[src/design/atan2_integer_degrees_defines.svh]
// ----------------------------------------------------------------------------
// atan2_integer_degrees assertion macros
// shared property forms used by the files that carry assertions
// ----------------------------------------------------------------------------
`ifndef ATAN2_INTEGER_DEGREES_DEFINES_SVH
`define ATAN2_INTEGER_DEGREES_DEFINES_SVH

// same-cycle implication, checked outside reset
`define A2D_ASSERT_IMPLY(label, ante, cons, msg) \
    label: assert property (@(posedge clk) disable iff (!rst_n) (ante) |-> (cons)) \
        else $error(msg);

// next-cycle implication, checked outside reset
`define A2D_ASSERT_NEXT(label, ante, cons, msg) \
    label: assert property (@(posedge clk) disable iff (!rst_n) (ante) |=> (cons)) \
        else $error(msg);

`endif

[src/design/a2d_fifo.sv]
// ----------------------------------------------------------------------------
// a2d_fifo
// small register queue with fall-through read data and a fill count
// ----------------------------------------------------------------------------
module a2d_fifo #(
    parameter int WIDTH = 8,
    parameter int DEPTH = 4
) (
    input  logic                       clk,
    input  logic                       rst_n,
    input  logic                       push,
    input  logic [WIDTH-1:0]           wdata,
    output logic                       full,
    input  logic                       pop,
    output logic [WIDTH-1:0]           rdata,
    output logic                       empty,
    output logic [$clog2(DEPTH+1)-1:0] count
);

    localparam int PTR_W = $clog2(DEPTH);
    localparam int CNT_W = $clog2(DEPTH + 1);

    logic [WIDTH-1:0] mem_reg [0:DEPTH-1];
    logic [PTR_W-1:0] wr_ptr_reg, wr_ptr_next;
    logic [PTR_W-1:0] rd_ptr_reg, rd_ptr_next;
    logic [CNT_W-1:0] count_reg, count_next;
    logic             do_push, do_pop;

    assign full    = (count_reg == CNT_W'(DEPTH));
    assign empty   = (count_reg == '0);
    assign count   = count_reg;
    assign rdata   = mem_reg[rd_ptr_reg];
    assign do_push = push && !full;
    assign do_pop  = pop && !empty;

    // pointer wrap and fill count
    always_comb
    begin
        wr_ptr_next = wr_ptr_reg;
        rd_ptr_next = rd_ptr_reg;
        if (do_push)
            wr_ptr_next = (wr_ptr_reg == PTR_W'(DEPTH - 1)) ? '0 : wr_ptr_reg + PTR_W'(1);
        if (do_pop)
            rd_ptr_next = (rd_ptr_reg == PTR_W'(DEPTH - 1)) ? '0 : rd_ptr_reg + PTR_W'(1);
        count_next = count_reg + CNT_W'(do_push) - CNT_W'(do_pop);
    end

    // control state
    always_ff @(posedge clk or negedge rst_n)
    begin
        if (!rst_n)
        begin
            wr_ptr_reg <= '0;
            rd_ptr_reg <= '0;
            count_reg  <= '0;
        end
        else
        begin
            wr_ptr_reg <= wr_ptr_next;
            rd_ptr_reg <= rd_ptr_next;
            count_reg  <= count_next;
        end
    end

    // storage
    always_ff @(posedge clk)
    begin
        if (do_push)
            mem_reg[wr_ptr_reg] <= wdata;
    end

endmodule

[config.mk]
export PLATFORM = sky130hd
export DESIGN_NAME = a2d_fifo
export DESIGN_NICKNAME = d
export VERILOG_FILES = /design/src/design/atan2_integer_degrees_defines.svh /design/src/design/a2d_fifo.sv
export SDC_FILE = /design/constraint.sdc
export NUM_CORES = 1
export LEC_CHECK = 0
export ABC_AREA = 1
export BUFFER_PORTS_ARGS = -buffer_cell sky130_fd_sc_hd__buf_2
export CAP_MARGIN = 25
export CORE_ASPECT_RATIO = 0.5
export CORE_MARGIN = 5
export CORE_UTILIZATION = 60
export CTS_CLUSTER_DIAMETER = 60
export DETAILED_ROUTE_END_ITERATION = 8
export GPL_TIMING_DRIVEN = 0
export HOLD_SLACK_MARGIN = 0.03
export PLACE_DENSITY = 0.79
export SYNTH_ARGS = -nofsm -noshare
export SYNTH_HDL_FRONTEND = slang
export SYNTH_SLANG_ARGS = --single-unit
[constraint.sdc]
create_clock -name clk -period 2.65 [get_ports clk]
set_input_delay 0.3975 -clock clk [delete_from_list [all_inputs] [get_ports clk]]
set_output_delay 0.3975 -clock clk [all_outputs]
set_load 0.005 [all_outputs]
-- Word level (Yosys, flattened, before mapping)
Memory sizes are Yosys's and may differ from the RTL's.
Cells that the tools add are included.
- input port bits: 12
- output and inout port bits: 13
- register bits after elaboration: 7
- memories kept: 1
- bits in writable memories: 32
- eq/ne operators: 3
- add/subtract/negate cells: 4
- reduce and logical (&&, ||, !) cells: 5
- mux-type cells: 4
- memories (memory ; depth ; bits a word ; read ports ; clocked after memory_dff ; write ports ; RTL line ; source):
    mem_reg ; 4 ; 8 ; 1 ; 0 ; 1 ; a2d_fifo.sv:23 ; logic [WIDTH-1:0] mem_reg [0:DEPTH-1];
- operators with widths (kind ; number):
    $add A2 B1 Y2 const B ; 2
    $eq A2 B2 Y1 const B ; 2
    $mux W2 ; 2
    $add A3 B1 Y3 ; 1
    $eq A3 B3 Y1 const B ; 1
    $logic_not A3 Y1 ; 1
    $sub A3 B1 Y3 ; 1
    $logic_and A1 B1 Y1 ; 2
    $logic_not A1 Y1 ; 2
    $mux W1 ; 2

-- Logic depth before layout (Yosys ltp)
- word-level depth: 5
- gate-level depth with buffers: 10
- mapped depth without buffers: 10

-- Least setup slack after synthesis
OpenSTA, ideal clock, no wires.
- kind: reg2reg
- start point: reg count_reg[1], in the netlist count[1]
- end point: reg count_reg[2], in the netlist count[2]
- path buffers: 0
- setup time: 0.065 ns
- path slack: 0.779 ns
- stages on the path, launching flop included: 11
- data arrival time: 1.806 ns
- path through: dfrtp_1 -> nor2_2 -> nand2_1 -> nand2_1 -> inv_1 -> ha_1 -> inv_1 -> ha_1 -> fa_1 -> nand3b_1 -> nand2_1
- elaborated cells between the ends (all ways): 8
- classes of those cells: add/sub: 2; eq/ne: 1; reduce/logical: 5
- RTL lines (item ; RTL line ; source):
    start: declaration ; a2d_fifo.sv:26 ; logic [CNT_W-1:0] count_reg, count_next;
    start signal: assignment ; a2d_fifo.sv:61 ; count_reg <= count_next;
    $logic_not A3 Y1 ; a2d_fifo.sv:30 ; assign empty = (count_reg == '0);
    $logic_not A1 Y1 ; a2d_fifo.sv:34 ; assign do_pop = pop && !empty;
    $logic_and A1 B1 Y1 ; a2d_fifo.sv:34 ;
    net do_pop ; a2d_fifo.sv:27 ; logic do_push, do_pop;
    $sub A3 B1 Y3 ; a2d_fifo.sv:45 ; count_next = count_reg + CNT_W'(do_push) - CNT_W'(do_pop);
    net count_next[2] ; a2d_fifo.sv:26 ;
The timed path passes the listed nets, and every way through them passes these cells.
A chain may end at the register's enable or synchronous reset.

-- Final worst setup path
Same ends and word-level chain as after synthesis.

==> results by group <==
Worst setup path
  – Crit start category: flip-flop
  – Reg2reg setup slack: ~0.6 ns
  – Worst r2r src: count[1]
  – Crit path DAT: 2.25 ns
  – Critical path type: flip-flop to flip-flop
  – Crit. End Element: flip-flop
  – Most frequent CP cell: nand2_1
  – Cell chain of the critical path: nor2_2 > nand2_1 > nand2_1 > inv_1 > ha_1 > inv_1 > ha_1 > fa_1 > nand3b_1 > nand2_1
  – CP peak stage delay: approximately 0.42 ns
  – Critical path fanouts, max: 4
  – Worst path required time: about 2.9 ns
  – Slowest library cell on the worst path: dfrtp_1
  – RR Endpoint: count[2]
  – Worst-case reg-to-reg path depth: 10

Yosys
  – Register area share after synthesis: between 60% and 70%
  – Distinct cells, synth: 15
  – Post-synth EDFFs: 32
  – Simple-gate area share of the yosys netlist: approximately an eighth
  – Post-synthesis adder-cell area fraction: roughly 6%
  – Most common cell in the synthesized netlist: nand2_1
  – Yosys reg bits: 39
  – Post-Syn Area: about 0.0018 mm^2
  – Top FF cell, synth: edfxtp_1
  – Leading area contributor after synthesis: edfxtp_1
  – Syn nets: between 150 and 200
  – Main combinational cell family by area after synthesis: simple AND/OR/NAND/NOR gates
  – Async set or reset register ratio after synthesis: between 10% and 20%
  – Mux cell area share after synthesis: 0%
  – Synth top area share: about 55%
  – Synth top area cells: edfxtp_1 (55%), dfrtp_1 (10%), nand2_1 (8.3%), inv_1 (6.4%), o211ai_1 (6.4%)
  – Mapped Cells: between 150 and 200
  – Yosys warnings: 0
  – Post-synthesis xor/xnor area fraction: 0%
  – Most frequent cells after synthesis: nand2_1 (39), edfxtp_1 (32), inv_1 (30)
  – Mean Syn Cell Area: approximately 12 um^2
  – Synth Area in Compound Gates: 7.12%

Layout
  – Syn-to-layout area delta: 14.8%
  – # fillers: a little under 200
  – Diode count: 0
  – Final Net Count: a little over 200
  – Util after Layout: about three quarters
  – Max reg flops: 32
  – Share of cells above drive strength 1: a little over a fifth

Global routing
  – Largest net degree at the start of global routing: 13
  – Initial antenna violation count: 0
  – First-pass GRT wire length: ~4700 um
  – Grt total ovfl: 0
  – Vias in the first global route: around 1,000
  – GR Util All Layers: between 15 and 20%

Power and ir drop
  – Maximum VDD drop: roughly 0.80 mV
  – Power density over the cells: 1040 mW/mm^2
  – Total power: ~2.1 mW
  – Lkg Pwr: about 0.9 nW

Drt
  – Drt total wl: ~2900 um
  – DRT Pass-1 Iters: 4
  – # DRC: 0
  – Via-to-Cell Ratio: roughly 5
  – Detailed-route via count: ~1,100
  – Average wire per cell in the routed design: roughly 13 um
  – Antenna-violating nets left: 0
  – DRT iter0 DRCs: 69

STA
  – RSZ-0062 raised after global routing: no
  – Relative slew slack: 46.7%
  – Fin Setup TNS: 0 ns
  – Tcrit/Tclk final: between 70 and 80%
  – Setup Viol. Count Final: 0
  – Hold Violations, Final: 0
  – Min Tclk post-route: around 2.0 ns
  – Slew @ Worst Pin: between 0.7 and 0.8 ns
  – Fmax: approximately 500 MHz
  – Worst clock skew: 0.00277 ns
  – Slew Limit Fails: 0

Clocking
  – CTS tree: built
  – TritonCTS Sinks: 39
  – H-tree levels: 2
  – CTS buffer count: 5
  – Clock tree root driver cell: clkbuf_8
  – Clk slew on worst S/H paths: about 0.07 ns
  – Maximum clock path buffer count: 2
  – Worst skew pair latency: 0.27 ns

Floorplanning
  – Starting Density: about two thirds
  – Num rows: 13
  – Die H: a little under 50 um
  – Die W: ~87 um
  – Number of I/O pins: 25
  – Die area: 0.00418 mm^2
  – Core ar.: 0.00270 mm^2

Run
  – Maxcap violations: 0

Hold path
  – Hold path depth: 1
  – Hold path start: wdata[4]
  – Min-delay worst type: input port to flip-flop
  – Hold Path End: mem_reg[0][4]

Status
  – Status: completed

Placement
  – IO buf count: 24
  – Gpl congestion: 0.750
  – Hpwl dp: 2010 um
-- power by group --
group / switching [mW] / internal [mW]
clock: 0.185 / 0.178
sequential: 0.0748 / 0.827
combinational: 0.484 / 0.356
total: 0.744 / 1.36
-- cell families (layout without fill, tap and decap cells) --
family / count (synthesis) / count (layout)
flops: 39 / 39
fa+ha+maj: 8 / 8
simple gates: 53 / 53
compound gates: 16 / 16
buf+inv: 35 / 68
-- final cells by class --
class | instances | area, um^2 | area share, %
sequential | 39 | 1140 | 56.3
multi-input combinational | 77 | 453 | 22.4
timing repair buffer | 25 | 130 | 6.45
inverter | 30 | 113 | 5.58
clock buffer | 5 | 68.8 | 3.41
buffer | 5 | 56.3 | 2.79
tap | 37 | 46.3 | 2.29
clock inverter | 3 | 15.0 | 0.744
-- metal layers --
metal / part of all wire [%] / vias up / track usage (%)
met4: 0.56 / 0 / 7.14
met3: 4.7 / 2 / 4.55
li1: - / 560 / -
met5: 0 / - / 0
met1: 46 / 526 / 18.5
met2: 49 / 23 / 28.7
-- cell usage in the layout (no fill, tap or decap), types with 2 or more instances in the layout --
| master | Yosys | routed |
|---|---|---|
| nor2_1 | 6 | 6 |
| o211ai_1 | 15 | 15 |
| ha_1 | 7 | 7 |
| edfxtp_1 | 32 | 32 |
| buf_6 | 5 | 5 |
| inv_1 | 30 | 30 |
| dfrtp_1 | 7 | 7 |
| buf_2 | 0 | 24 |
| clkinv_1 | 0 | 2 |
| nand2_1 | 39 | 39 |
| clkbuf_8 | 0 | 5 |
| nand3_1 | 4 | 4 |
-- critical path: cells and delay by family (launching register included) --
family | cells | cell delay, ns
buffers and inverters | 2 | 0.09
and+or+nand+nor | 5 | 0.64
adders and majority gates | 3 | 0.83
DFF | 1 | 0.42
-- per-stage QoR --
stage / worst slack [ns] / instances / cell area (um^2) / hold WS (ns)
2_1_floorplan: 0.779 / 151 / 1760 / 0.102
3_3_place_gp: 0.676 / 212 / 1920 / 0.242
3_5_place_dp: 0.623 / 212 / 1920 / 0.240
4_1_cts: 0.585 / 221 / 2020 / 0.323
5_1_grt: 0.467 / 221 / 2020 / 0.326
6_report: 0.614 / 221 / 2020 / 0.330
-- worst max path at each step --
stage / startpoint / end / slack [ns] / depth (start not counted)
floorplan: count[1] / count[2] / 0.78 / 10
global placement: count[1] / count[2] / 0.68 / 10
detailed placement: count[1] / count[2] / 0.62 / 10
CTS: count[1] / count[2] / 0.58 / 10
global route: count[1] / count[2] / 0.47 / 10
finish: count[1] / count[2] / 0.61 / 10
-- what timing repair did --
item | 4_1_cts | 5_1_grt
buffers inserted | 0 | 0
endpoints found under the hold margin | 7 | 0
hold buffers | 1 | 0
resized for setup | 0 | 0
Power figures use the tool's default switching activity.
